==> src/hdl/beg_pkg.sv <==
// brightness envelope generator: shared types, codes and constants
// no dependencies
package beg_pkg;

	localparam int FRAME_BITS_DEF      = 16;
	localparam int LEVEL_FRAC_BITS_DEF = 16;
	localparam int LVL_W               = 32;
	localparam int NUM_W               = 34;

	typedef enum logic [2:0] {
		OP_TICK  = 3'd0,
		OP_RAMPN = 3'd1,
		OP_RAMPS = 3'd2,
		OP_ACCEL = 3'd3,
		OP_LOOP  = 3'd4,
		OP_BEAT  = 3'd5,
		OP_STOP  = 3'd6,
		OP_NONE  = 3'd7
	} op_t;

	typedef enum logic [2:0] {
		MODE_IDLE = 3'd0,
		MODE_LIN  = 3'd1,
		MODE_ACC  = 3'd2,
		MODE_LOOP = 3'd3,
		MODE_BEAT = 3'd4
	} mode_t;

	localparam logic CFG_TOP    = 1'b0;
	localparam logic CFG_BOTTOM = 1'b1;

	// saturate a 34 bit signed value to 32 bits
	function automatic logic [LVL_W-1:0] sat32(input logic signed [NUM_W-1:0] v);
		logic signed [NUM_W-1:0] hi;
		logic signed [NUM_W-1:0] lo;
		hi = NUM_W'(signed'(33'sh0_7FFF_FFFF));
		lo = -NUM_W'(signed'(33'sh0_8000_0000));
		if (v > hi)      sat32 = 32'h7FFF_FFFF;
		else if (v < lo) sat32 = 32'h8000_0000;
		else             sat32 = v[LVL_W-1:0];
	endfunction

endpackage

==> src/hdl/brightness_envelope_generator.sv <==
// brightness envelope generator top level: sequencer, state and shared divider
// depends on beg_pkg and beg_div
//
//  channel | dir | handshake        | payload
//  s_axis  | in  | tvalid/tready    | command or tick item
//  m_axis  | out | tvalid/tready    | level, mode, tick count
//  cfg     | in  | cfg_we           | top_level (0), bottom_level (1)
//
// an item passes from accept through exec, through the divider state when it
// needs a division, and waits in output until its result is taken; the divider
// resolves one quotient bit per cycle over a 33 bit magnitude
// asynchronous reset restores level 1.0, idle mode and the default bounds
// input ready drops while an item is in work or its result is not yet taken
module brightness_envelope_generator import beg_pkg::*; #(
	parameter int FRAME_BITS      = FRAME_BITS_DEF,
	parameter int LEVEL_FRAC_BITS = LEVEL_FRAC_BITS_DEF
) (
	input  logic         clk,
	input  logic         arst_n,
	input  logic         s_axis_tvalid,
	output logic         s_axis_tready,
	// op[2:0], target_level[34:3], step_size[66:35], accel[98:67],
	// total_frames[114:99], attack_frames[130:115], rest_frames[146:131],
	// half_cycles[162:147], zero fill to 168
	input  logic [167:0] s_axis_tdata,
	output logic         m_axis_tvalid,
	input  logic         m_axis_tready,
	// level[31:0], mode[34:32], tick_count[66:35], zero fill to 72
	output logic [71:0]  m_axis_tdata,
	input  logic         cfg_we,
	input  logic         cfg_index,
	input  logic [31:0]  cfg_data
);
	localparam int FB = FRAME_BITS;
	localparam logic [LVL_W-1:0] LVL_ONE   = LVL_W'(64'(1) << LEVEL_FRAC_BITS);
	localparam logic [LVL_W-1:0] LVL_TENTH = LVL_W'(((64'(1) << LEVEL_FRAC_BITS) + 5) / 10);
	// default top bound of 1000.0, clipped to the largest level
	localparam longint TOP_FULL = 1000 * (longint'(1) << LEVEL_FRAC_BITS);
	localparam logic [LVL_W-1:0] TOP_RST = (TOP_FULL > 64'sh7FFF_FFFF) ? 32'h7FFF_FFFF
		: LVL_W'(TOP_FULL);

	typedef enum logic [3:0] {
		ST_IDLE = 4'b0001,
		ST_EXEC = 4'b0010,
		ST_DIV  = 4'b0100,
		ST_OUT  = 4'b1000
	} state_t;

	// what to do with the quotient once the divider finishes
	typedef enum logic [1:0] {
		DV_VEL   = 2'd0,  // plain velocity
		DV_RAMPN = 2'd1,  // zero velocity sends to idle
		DV_LOOP  = 2'd2   // zero velocity becomes a tenth
	} dv_t;

	state_t state_q;
	dv_t    dv_q;

	// decoded input
	logic [2:0]            in_op;
	logic signed [31:0]    in_tgt, in_step, in_acc;
	logic [15:0]           in_total, in_att, in_rest, in_halves;

	logic [2:0]            op_q;
	logic signed [31:0]    tgt_in_q, step_in_q, acc_in_q;
	logic [FB-1:0]         total_q, att_q, rest_q;
	logic [15:0]           halves_q;

	// envelope state
	logic signed [31:0] top_q, bot_q;
	logic signed [31:0] lvl_q, vel_q, accr_q, tgt_q;
	logic [2:0]         mode_q;
	logic [15:0]        hcnt_q, hlim_q;
	logic [FB-1:0]      period_q, attl_q, fib_q;
	logic [FB:0]        down_q;
	logic [1:0]         phase_q;
	logic [31:0]        ticks_q;

	// shared divider
	logic                    div_start, div_done;
	logic signed [NUM_W-1:0] div_num;
	logic [FB:0]             div_den;
	logic [LVL_W-1:0]        div_quo;

	beg_div #(.FRAME_BITS(FRAME_BITS)) u_div (
		.clk, .arst_n,
		.start(div_start), .num(div_num), .den(div_den),
		.done(div_done), .quo(div_quo)
	);

	assign in_op     = s_axis_tdata[2:0];
	assign in_tgt    = s_axis_tdata[34:3];
	assign in_step   = s_axis_tdata[66:35];
	assign in_acc    = s_axis_tdata[98:67];
	assign in_total  = s_axis_tdata[114:99];
	assign in_att    = s_axis_tdata[130:115];
	assign in_rest   = s_axis_tdata[146:131];
	assign in_halves = s_axis_tdata[162:147];

	assign s_axis_tready = (state_q == ST_IDLE);
	assign m_axis_tvalid = (state_q == ST_OUT);
	assign m_axis_tdata  = {5'd0, ticks_q, mode_q, lvl_q};

	// combinational step: the saturating adds of level and velocity and the compares of one item
	logic signed [31:0] sum_lvl;
	logic signed [31:0] sum_vel;
	logic [FB-1:0]      fib_nx;
	logic [FB+1:0]      att_rest;

	assign sum_lvl  = sat32(NUM_W'(lvl_q) + NUM_W'(vel_q));
	assign sum_vel  = sat32(NUM_W'(vel_q) + NUM_W'(accr_q));
	assign fib_nx   = fib_q + 1'b1;
	assign att_rest = (FB+2)'(att_q) + (FB+2)'(rest_q);

	function automatic logic [15:0] half_inc(input logic [15:0] c);
		half_inc = c + 16'd1;
	endfunction

	always_ff @(posedge clk or negedge arst_n) begin
		if (!arst_n) begin
			state_q <= ST_IDLE;
			dv_q    <= DV_VEL;
			top_q   <= TOP_RST;
			bot_q   <= '0;
			lvl_q   <= LVL_ONE;
			vel_q   <= '0;
			accr_q  <= '0;
			tgt_q   <= LVL_ONE;
			mode_q  <= MODE_IDLE;
			hcnt_q  <= '0;
			hlim_q  <= '0;
			period_q <= '0;
			attl_q  <= '0;
			down_q  <= '0;
			fib_q   <= '0;
			phase_q <= '0;
			ticks_q <= '0;
			div_start <= 1'b0;
			div_num <= '0;
			div_den <= '0;
			op_q <= '0;
			tgt_in_q <= '0; step_in_q <= '0; acc_in_q <= '0;
			total_q <= '0; att_q <= '0; rest_q <= '0; halves_q <= '0;
		end else begin
			div_start <= 1'b0;
			if (cfg_we) begin
				if (cfg_index == CFG_TOP) top_q <= cfg_data;
				else                      bot_q <= cfg_data;
			end
			unique case (state_q)
				ST_IDLE: begin
					if (s_axis_tvalid) begin
						op_q      <= in_op;
						tgt_in_q  <= in_tgt;
						step_in_q <= in_step;
						acc_in_q  <= in_acc;
						total_q   <= FB'(in_total);
						att_q     <= FB'(in_att);
						rest_q    <= FB'(in_rest);
						halves_q  <= in_halves;
						state_q   <= ST_EXEC;
					end
				end
				ST_EXEC: begin
					state_q <= ST_OUT;
					dv_q    <= DV_VEL;
					case (op_q)
						OP_TICK: begin
							if (mode_q != MODE_IDLE) begin
								ticks_q <= ticks_q + 1'b1;
								case (mode_q)
									MODE_LIN, MODE_ACC: begin
										if (mode_q == MODE_ACC) vel_q <= sum_vel;
										if ((vel_q > 0 && tgt_q <= sum_lvl) ||
										    (vel_q < 0 && tgt_q >= sum_lvl)) begin
											lvl_q  <= tgt_q;
											mode_q <= MODE_IDLE;
										end else begin
											lvl_q <= sum_lvl;
										end
									end
									MODE_LOOP: begin
										if (top_q <= sum_lvl || bot_q >= sum_lvl) begin
											lvl_q <= (top_q <= sum_lvl) ? top_q : bot_q;
											div_num <= (top_q <= sum_lvl)
												? -((NUM_W'(top_q) - NUM_W'(bot_q)) <<< 1)
												: ((NUM_W'(top_q) - NUM_W'(bot_q)) <<< 1);
											div_den <= {1'b0, period_q};
											div_start <= 1'b1;
											state_q <= ST_DIV;
											hcnt_q <= half_inc(hcnt_q);
											if (hlim_q != 0 && half_inc(hcnt_q) == hlim_q)
												mode_q <= MODE_IDLE;
										end else begin
											lvl_q <= sum_lvl;
										end
									end
									default: begin
										fib_q <= fib_nx;
										case (phase_q)
											2'd0: begin
												if (fib_nx >= attl_q) begin
													lvl_q <= top_q;
													div_num <= NUM_W'(bot_q) - NUM_W'(top_q);
													div_den <= down_q;
													div_start <= 1'b1;
													state_q <= ST_DIV;
													phase_q <= 2'd1;
													hcnt_q <= half_inc(hcnt_q);
													if (hlim_q != 0 && half_inc(hcnt_q) == hlim_q)
														mode_q <= MODE_IDLE;
												end else begin
													lvl_q <= sum_lvl;
												end
											end
											2'd1: begin
												if ((FB+1)'(fib_nx) >= (FB+1)'(attl_q) + down_q) begin
													lvl_q   <= bot_q;
													vel_q   <= '0;
													phase_q <= 2'd2;
												end else begin
													lvl_q <= sum_lvl;
												end
											end
											2'd2: begin
												if (fib_nx >= period_q) begin
													div_num <= NUM_W'(top_q) - NUM_W'(lvl_q);
													div_den <= {1'b0, attl_q};
													div_start <= 1'b1;
													state_q <= ST_DIV;
													fib_q <= '0;
													phase_q <= 2'd0;
													hcnt_q <= half_inc(hcnt_q);
													if (hlim_q != 0 && half_inc(hcnt_q) == hlim_q)
														mode_q <= MODE_IDLE;
												end
											end
											default: ;
										endcase
									end
								endcase
							end
						end
						OP_RAMPN: begin
							mode_q  <= MODE_LIN;
							tgt_q   <= tgt_in_q;
							div_num <= NUM_W'(tgt_in_q) - NUM_W'(lvl_q);
							div_den <= {1'b0, total_q};
							div_start <= 1'b1;
							dv_q    <= DV_RAMPN;
							state_q <= ST_DIV;
						end
						OP_RAMPS: begin
							mode_q <= MODE_LIN;
							tgt_q  <= tgt_in_q;
							if (tgt_in_q > lvl_q)      vel_q <= step_in_q;
							else if (tgt_in_q < lvl_q) vel_q <= sat32(-NUM_W'(step_in_q));
							else                       vel_q <= '0;
						end
						OP_ACCEL: begin
							mode_q <= MODE_ACC;
							tgt_q  <= tgt_in_q;
							vel_q  <= step_in_q;
							accr_q <= acc_in_q;
						end
						OP_LOOP: begin
							mode_q   <= MODE_LOOP;
							hcnt_q   <= '0;
							hlim_q   <= halves_q;
							period_q <= total_q;
							div_num  <= NUM_W'(top_q) - NUM_W'(lvl_q);
							div_den  <= {2'b0, total_q[FB-1:1]};
							div_start <= 1'b1;
							dv_q     <= DV_LOOP;
							state_q  <= ST_DIV;
						end
						OP_BEAT: begin
							mode_q   <= MODE_BEAT;
							hcnt_q   <= '0;
							hlim_q   <= halves_q;
							attl_q   <= att_q;
							period_q <= total_q;
							fib_q    <= '0;
							down_q   <= (att_rest > (FB+2)'(total_q)) ? '0
								: (FB+1)'((FB+2)'(total_q) - att_rest);
							div_start <= 1'b1;
							state_q  <= ST_DIV;
							if (att_q != '0) begin
								div_num <= NUM_W'(top_q) - NUM_W'(lvl_q);
								div_den <= {1'b0, att_q};
								phase_q <= 2'd0;
							end else begin
								lvl_q   <= top_q;
								div_num <= NUM_W'(bot_q) - NUM_W'(top_q);
								div_den <= (att_rest > (FB+2)'(total_q)) ? '0
									: (FB+1)'((FB+2)'(total_q) - att_rest);
								hcnt_q  <= 16'd1;
								phase_q <= 2'd1;
							end
						end
						OP_STOP: mode_q <= MODE_IDLE;
						default: ;
					endcase
				end
				ST_DIV: begin
					if (div_done) begin
						state_q <= ST_OUT;
						vel_q   <= div_quo;
						if (div_quo == '0) begin
							if (dv_q == DV_RAMPN) mode_q <= MODE_IDLE;
							if (dv_q == DV_LOOP)  vel_q  <= LVL_TENTH;
						end
					end
				end
				ST_OUT: begin
					if (m_axis_tready) state_q <= ST_IDLE;
				end
				default: state_q <= ST_IDLE;
			endcase
		end
	end

	// no new item is taken while a result waits
	a_no_overlap: assert property (@(posedge clk) disable iff (!arst_n)
		m_axis_tvalid |-> !s_axis_tready) else $error("ready while result pending");
	// a result appears only after an accepted item
	a_result_follows: assert property (@(posedge clk) disable iff (!arst_n)
		$rose(m_axis_tvalid) |-> $past(state_q) == ST_EXEC || $past(state_q) == ST_DIV)
		else $error("result without item");
	// ticks count only on tick items
	a_ticks: assert property (@(posedge clk) disable iff (!arst_n)
		$past(state_q) != ST_EXEC |-> $stable(ticks_q)) else $error("stray tick count");
endmodule

==> src/hdl/beg_div.sv <==
// brightness envelope generator: iterative signed divider, one quotient bit a cycle
// truncates toward zero, zero divisor acts as one, result saturated to 32 bits
// depends on beg_pkg
module beg_div import beg_pkg::*; #(
	parameter int FRAME_BITS = FRAME_BITS_DEF
) (
	input  logic                    clk,
	input  logic                    arst_n,
	input  logic                    start,
	input  logic signed [NUM_W-1:0] num,
	input  logic [FRAME_BITS:0]     den,
	output logic                    done,
	output logic [LVL_W-1:0]        quo
);
	localparam int MAG_W = NUM_W - 1;
	localparam int CW    = $clog2(MAG_W + 1);

	logic [MAG_W-1:0]     rem_q;
	logic [MAG_W-1:0]     q_q;
	logic [FRAME_BITS:0]  den_q;
	logic                 neg_q;
	logic                 busy_q;
	logic [CW-1:0]        cnt_q;
	logic [FRAME_BITS+1:0] part;
	logic [FRAME_BITS+1:0] trial;
	logic                 fit;
	logic signed [NUM_W-1:0] sq;

	// partial remainder is always below the divisor, so it fits den width
	assign part  = {rem_q[FRAME_BITS:0], q_q[MAG_W-1]};
	assign trial = part - {1'b0, den_q};
	assign fit   = !trial[FRAME_BITS+1];
	assign sq    = neg_q ? -signed'({1'b0, q_q}) : signed'({1'b0, q_q});

	always_ff @(posedge clk or negedge arst_n) begin
		if (!arst_n) begin
			busy_q <= 1'b0;
			cnt_q  <= '0;
			done   <= 1'b0;
		end else begin
			done <= 1'b0;
			if (start) begin
				busy_q <= 1'b1;
				cnt_q  <= CW'(MAG_W);
			end else if (busy_q) begin
				cnt_q <= cnt_q - 1'b1;
				if (cnt_q == CW'(1)) begin
					busy_q <= 1'b0;
					done   <= 1'b1;
				end
			end
		end
	end

	always_ff @(posedge clk) begin
		if (start) begin
			neg_q <= num[NUM_W-1];
			q_q   <= num[NUM_W-1] ? MAG_W'(-num) : num[MAG_W-1:0];
			rem_q <= '0;
			den_q <= (den == '0) ? (FRAME_BITS+1)'(1) : den;
		end else if (busy_q) begin
			rem_q <= MAG_W'(fit ? trial[FRAME_BITS:0] : part[FRAME_BITS:0]);
			q_q   <= {q_q[MAG_W-2:0], fit};
		end
	end

	assign quo = sat32(sq);
endmodule
==> config.mk <==
export PLATFORM = sky130hd
export DESIGN_NAME = brightness_envelope_generator
export DESIGN_NICKNAME = d
export VERILOG_FILES = /design/src/hdl/beg_pkg.sv /design/src/hdl/brightness_envelope_generator.sv /design/src/hdl/beg_div.sv
export SDC_FILE = /design/constraint.sdc
export NUM_CORES = 2
export LEC_CHECK = 0
export BUFFER_PORTS_ARGS = -buffer_cell sky130_fd_sc_hd__buf_2
export CORE_MARGIN = 1
export CORE_UTILIZATION = 50
export DETAILED_ROUTE_END_ITERATION = 7
export PLACE_DENSITY = 0.67
export SYNTH_ARGS = -nofsm -noshare
export SYNTH_HDL_FRONTEND = slang
export SYNTH_SLANG_ARGS = --single-unit
==> constraint.sdc <==
create_clock -name clk -period 11.64 [get_ports clk]
set_input_delay 0.582 -clock clk [delete_from_list [all_inputs] [get_ports clk]]
set_output_delay 0.582 -clock clk [all_outputs]
set_load 0.01 [all_outputs]
# Word level (Yosys, flattened, before mapping)
# Cells that the tools add are included.
word_totals:
  ff_bits: 623
  input_bits: 206
  word_cells: 278
op_classes:
  n_addsub: 18
  n_lt_le_gt_ge: 20
  eq_ne: 49
  mux: 115
  n_bitwise: 1
  reduce_logical: 40
op_table:
  columns: ["cell", "count"]
  rows:
  - ["32-bit two-way mux", 24]
  - ["32-bit case mux with 2 select lines", 5]
  - ["34-bit two-way mux", 7]
  - ["34-bit case mux with 2 select lines", 2]
  - ["34-bit case mux with 4 select lines", 1]
  - ["32-bit by 32-bit subtractor with 33-bit output", 4]
  - ["16-bit two-way mux", 8]
  - ["17-bit two-way mux", 7]
  - ["33-bit two-way mux", 3]
  - ["16-bit case mux with 2 select lines", 3]
  - ["32-bit case mux with 3 select lines", 1]
  - ["34-bit by 32-bit greater-than comparator with 1-bit output, second input constant", 2]
  - ["34-bit by 32-bit less-than comparator with 1-bit output, second input constant", 2]
  - ["17-bit case mux with 2 select lines", 2]
  - ["17-bit case mux with 4 select lines", 1]
  - ["32-bit by 32-bit adder with 33-bit output", 2]
  - ["33-bit by 32-bit greater-than comparator with 1-bit output, second input constant", 2]
  - ["33-bit by 32-bit less-than comparator with 1-bit output, second input constant", 2]
  - ["32-bit >= comparator", 2]
  - ["32-bit <= comparator", 2]
  - ["16-bit case mux with 3 select lines", 1]
  - ["32-bit negator with 34-bit output", 1]
  - ["33-bit negator with 34-bit output", 1]
  - ["34-bit negator", 1]
  - ["69 further kinds", 157]

# Depth between registers and ports, before layout
logic_depth:
  depth_word: 12
  mapped_depth: 32

# By module
# From an unflattened synthesis, not the netlist that was laid out.
hier_totals:
  cells_unflattened: 6065
  area_unflattened_um2: 50039.2
by_module_without_submodules:
  columns: ["module", "instances", "cells_each", "area_per_inst_um2", "seq_area_each_um2"]
  rows:
  - ["brightness_envelope_generator", 1, 5398, 44248.7, 13699.4]
  - ["beg_div", 1, 667, 5790.6, 2072.0]

# Least setup slack after synthesis
# Ideal clock, no wire load.
synth_path:
  path_kind: "flip-flop to flip-flop"
  start: "register lvl_q[4]"
  end: "register lvl_q[14]"
  t_arrival_ns: 6.642
  t_required_ns: 11.514
  setup_slack_ns: 4.872
  stages_incl_launch_ff: 28
  path_buffers: 3
  period_less_slack_ns: 6.768
  cell_sequence: "dfrtp_1 -> ha_1 -> or3_1 -> a21oi_1 -> a21oi_1 -> a221oi_1 -> o31a_1 -> o21a_1 -> mux2i_1 -> buf_2 -> clkbuf_1 -> o21ai_0 -> ha_1 -> a21o_1 -> a21o_1 -> a211oi_1 -> o21bai_1 -> a211o_1 -> or4b_1 -> o31ai_1 -> nor2_1 -> a211o_1 -> a2bb2oi_1 -> nand2b_1 -> a21oi_1 -> clkbuf_1 -> o21ai_0 -> a221o_1"
synth_via:
  elab_chain_len: 11
synth_rtl:
  columns: ["element", "line_no", "rtl"]
  rows:
  - ["start: declaration", "brightness_envelope_generator.sv:71", "logic signed [31:0] lvl_q, vel_q, accr_q, tgt_q;"]
  - ["start signal: assignment", "brightness_envelope_generator.sv:176", "lvl_q <= tgt_q;"]
  - ["start signal: assignment", "brightness_envelope_generator.sv:179", "lvl_q <= sum_lvl;"]
  - ["start signal: assignment", "brightness_envelope_generator.sv:184", "lvl_q <= (top_q <= sum_lvl) ? top_q : bot_q;"]
  - ["32-bit by 32-bit adder with 33-bit output (*)", "brightness_envelope_generator.sv:110", "assign sum_lvl = sat32(NUM_W'(lvl_q) + NUM_W'(vel_q));"]
  - ["33-bit by 32-bit less-than comparator with 1-bit output", "beg_pkg.sv:39", "else if (v < lo) sat32 = 32'h8000_0000;"]
  - ["32-bit two-way mux", "beg_pkg.sv:39", null]
  - ["32-bit two-way mux (*)", "beg_pkg.sv:38", "if (v > hi) sat32 = 32'h7FFF_FFFF;"]
  - ["32-bit <= comparator / 32-bit >= comparator (equally long branches)", "brightness_envelope_generator.sv:174, brightness_envelope_generator.sv:175", null]
  - ["1-bit logical AND, on equally long branches", "brightness_envelope_generator.sv:174, brightness_envelope_generator.sv:175", null]
  - ["1-bit logical OR", "brightness_envelope_generator.sv:174", "if ((vel_q > 0 && tgt_q <= sum_lvl) ||"]
  - ["32-bit two-way mux", "brightness_envelope_generator.sv:174", null]
  - ["32-bit case mux with 2 select lines (*)", "brightness_envelope_generator.sv:171", "case (mode_q)"]
  - ["32-bit two-way mux (*)", "brightness_envelope_generator.sv:169", "if (mode_q != MODE_IDLE) begin"]
  - ["32-bit case mux with 2 select lines (*)", "brightness_envelope_generator.sv:167", "case (op_q)"]
# Mark *: on every way between the ends. The rest lies on a longest branch, timed or not. The select of a mux whose other input is x is not followed.
# A chain may end at the register's enable or synchronous reset.

# Worst setup path in the final report
layout_path:
  start: "register vel_q[4]"
  end: "register lvl_q[29]"
layout_via:
  elab_chain_len: 11
layout_rtl:
  columns: ["element", "line_no", "rtl"]
  rows:
  - ["start: declaration", "brightness_envelope_generator.sv:71", null]
  - ["start signal: assignment", "brightness_envelope_generator.sv:173", "if (mode_q == MODE_ACC) vel_q <= sum_vel;"]
  - ["start signal: assignment", "brightness_envelope_generator.sv:256", "if (tgt_in_q > lvl_q) vel_q <= step_in_q;"]
  - ["start signal: assignment", "brightness_envelope_generator.sv:257", "else if (tgt_in_q < lvl_q) vel_q <= sat32(-NUM_W'(step_in_q));"]
  - ["32-bit by 32-bit adder with 33-bit output", "brightness_envelope_generator.sv:110", null]
  - ["33-bit by 32-bit less-than comparator with 1-bit output", "beg_pkg.sv:39", null]
  - ["32-bit two-way mux", "beg_pkg.sv:39", null]
  - ["32-bit two-way mux", "beg_pkg.sv:38", null]
  - ["32-bit <= comparator / 32-bit >= comparator (equally long branches)", "brightness_envelope_generator.sv:174, brightness_envelope_generator.sv:175", null]
  - ["1-bit logical AND, on equally long branches", "brightness_envelope_generator.sv:174, brightness_envelope_generator.sv:175", null]
  - ["1-bit logical OR", "brightness_envelope_generator.sv:174", null]
  - ["32-bit two-way mux", "brightness_envelope_generator.sv:174", null]
  - ["32-bit case mux with 2 select lines (*)", "brightness_envelope_generator.sv:171", null]
  - ["32-bit two-way mux (*)", "brightness_envelope_generator.sv:169", null]
  - ["32-bit case mux with 2 select lines (*)", "brightness_envelope_generator.sv:167", null]
# Marks and branches as above.

==> run metrics <==
final hold slack=~120 ps; PwrDens=between 300 and 400 mW/mm²; dpl hpwl=between 100 and 150 mm; RR Startpoint=vel_q[4]; Data required, critical path=about 12000 ps; synth unique cells=90; crit-path max FO=28; CP Launch Type=flip-flop; Cell Area, Synth=~0.049 mm²; P_int=about 0.0091 W; Post-Layout Inst Area=about 0.054 mm²; Initial Util=around half; Min Clock Period, post-route=between 9000 and 10000 ps; layout net count=roughly 6300; path type of the worst min-delay path=in -> reg; largest net degree at the start of global routing=~150; r2r setup slk=2510 ps; Num Clock Sinks=a little over 600; Core Area=0.0956 mm²; Net Switching=0.00977 W; CTS Root Cell=clkbuf_16; clock latency on the worst-skew pair=just under 700 ps; Area growth syn-to-layout=11.0%; maximum clock frequency=110 MHz; Max VDD drop=around 0.00019 V; first-pass GRT wire length=between 200 and 300 mm; Yosys warning count=0; Post-synth ARST share=between 80% and 90%; Pre-antenna DRT Iters=8; share of post-route cells with drive strength above 1=between 10% and 20%; dpl cell area=between 0.05 and 0.06 mm²; Ports=280; Max Buffers Root-to-Sink=3; # DRC=0; Cells after Synth=~5600; most common cell after layout, fill and taps aside=dfrtp_1; Max-Slew Margin vs Limit=a little under a fifth; Clk pin slew, worst setup/hold paths=60 ps; unrepaired setup endpoints after global routing=no; CTS tree=yes; max-slew violations=0; sequential share of power=22.9%; GRT overflow=0; Hold EP=total_q[0]; max reg flops=34; Initial DRC Count=4695; Largest regs=div_num (34), u_div.q_q (33); status=finished, final reports clean; Num CTS Buffers=77; number of enable flip-flop cells after synthesis=between 50 and 60; antenna cell count=0; Antenna Nets Post-Route=0; sequential area share after synthesis=roughly 33%; Hold Path Origin=s_axis_tdata[99]; Vias/cell=between 6 and 7; final wirelength=around 180 mm; combinational fraction of design power=63.5%; Post-CTS Resized=0; vias post-DR=between 40000 and 50000; Final period util=78.4%; Die ar.=approximately 0.098 mm²; Worst Reg-to-Reg Cells=24; Worst-Margin Slew=roughly 1200 ps; die height=314 µm; Hold Path Cell Cnt=3; critical path class=reg -> reg; Pleak=between 20 and 25 nW; critical path arrival=~9700 ps; Final Hold Viols=0; Die W=around 310 µm; maxcap violations=0; vias in the first global route=about 42000; GRT Util Overall=36.4%; CP endpoint kind=flip-flop; Clock Power Share=13.7%; Routability Congestion=roughly 1; FP Rows=between 100 and 150; Net Sw Frac=just over 50%; syn avg cell area=8.74 µm²; Top reg by flops=div_num; clock skew=approximately 42 ps; final setup fails=0; most frequent cells in the layout=dfrtp_1, a21oi_1, nand2_1; Yosys reg bits=a little over 600; DR WL/cell=26.1 µm; Main synth FF type=dfrtp_1; setup TNS=0 ps; initial antenna violation count=7; htree depth=3; port bufs=about 270; capture point of the worst reg-to-reg path=lvl_q[29]
-- metrics by stage --
stage	cells	total power, W	setup slack (ps)	util (%)
finish	7022	0.0189	2510	56.3
global route	7022	0.0200	2270	56.3
CTS	7022	0.0185	3000	56.3
detailed placement	6879	0.0158	3040	53.5
global placement	6879	0.0157	3080	53.5
floorplan	5554	0.0120	4870	-
-- synthesized netlist by cell type, types with 21 or more instances --
cell type	number	share of area (%)
o221ai_1	25	0.45
inv_1	251	1.9
ha_1	412	11
clkbuf_1	250	1.9
nor4_1	39	0.50
a31oi_1	70	0.90
dfrtp_1	546	28
a21o_1	167	2.6
and3_1	40	0.52
o21a_1	32	0.50
xnor2_1	232	4.2
a21oi_1	473	4.9
o31ai_1	57	0.88
a22oi_1	22	0.34
nand3_1	117	1.2
or3_1	34	0.44
and2_1	22	0.28
xor2_1	150	2.7
o211ai_1	57	0.88
buf_1	30	0.23
edfxtp_1	51	3.2
mux2_2	296	6.9
nor3_1	96	0.99
o41ai_1	21	0.38
mux2i_1	54	1.1
nor2_1	440	3.4
nor2b_1	59	0.76
o21bai_1	39	0.60
a211oi_1	51	0.79
or4_1	26	0.40
o22ai_1	26	0.34
o21ai_0	426	4.4
or2_2	24	0.31
a221o_1	37	0.76
nand4_1	61	0.79
a221oi_1	64	1.2
nand2_1	436	3.4
nand2b_1	53	0.68
-- cell type report --
| class | count | area [µm²] |
|---|---|---|
| Fill cell | 8841 | 41700 |
| Multi-Input combinational cell | 4387 | 30800 |
| Sequential cell | 623 | 15800 |
| Clock buffer | 97 | 2090 |
| Timing Repair Buffer | 351 | 1990 |
| Tap cell | 1265 | 1580 |
| Inverter | 254 | 953 |
| Clock inverter | 45 | 613 |
-- worst max path at each step --
stage / startpoint / end / slack, ps / cells past startpoint
floorplan: lvl_q[4] / lvl_q[14] / 4870 / 27
detailed placement: vel_q[4] / lvl_q[29] / 3040 / 24
CTS: vel_q[4] / lvl_q[4] / 3000 / 24
global route: vel_q[4] / lvl_q[29] / 2270 / 24
global placement: vel_q[4] / lvl_q[29] / 3080 / 24
finish: vel_q[4] / lvl_q[29] / 2510 / 24
-- power by group through the flow --
stage / clock (W) / combinational [W] / sequential [W]
floorplan: 0 / 0.00836 / 0.00360
detailed placement: 0 / 0.0115 / 0.00427
global placement: 0 / 0.0114 / 0.00425
global route: 0.00269 / 0.0129 / 0.00437
finish: 0.00258 / 0.0120 / 0.00431
CTS: 0.00261 / 0.0116 / 0.00424
-- logic make-up after synthesis --
logic type	Yosys count	share of synthesized area [%]
other	1	0.00773
adder cells (fa/ha/maj)	424	11.1
buffers and inverters	544	4.26
XOR/XNOR	382	6.90
multiplexers	352	8.03
flip-flops	623	32.5
AND/OR/NAND/NOR	1495	14.5
AO/OA/AOI/OAI	1729	22.7
-- critical path, stage by stage, from the launching register on --
cell and delay, ps:
dfrtp_1 480, ha_1 370, or3_1 350, a21oi_1 130, a21oi_1 110, a221oi_1 570
o31a_1 320, o21a_1 270, o31a_1 930, o21ai_0 640, ha_1 500, a21o_1 160
a21o_1 160, a211oi_1 250, o21bai_1 120, a211o_1 370, or4b_1 550, o31ai_1 380
nor2_1 80, a211o_1 280, a2bb2oi_1 170, nand2b_1 340, a21oi_1 1000, a221oi_1 200
a22oi_1 250
-- routing by layer --
metal | GRT usage (%) | routed length [µm]
met5 | 0 | 74
met4 | 19.8 | 11300
met3 | 8.19 | 17100
met2 | 53.7 | 77100
met1 | 49.6 | 77400
-- timing repair --
item / 4_1_cts / 5_1_grt
buffers inserted: 0 / 0
hold buffers: 1 / 0
endpoints found under the hold margin: 77 / 0
Power figures use the tool's default switching activity.
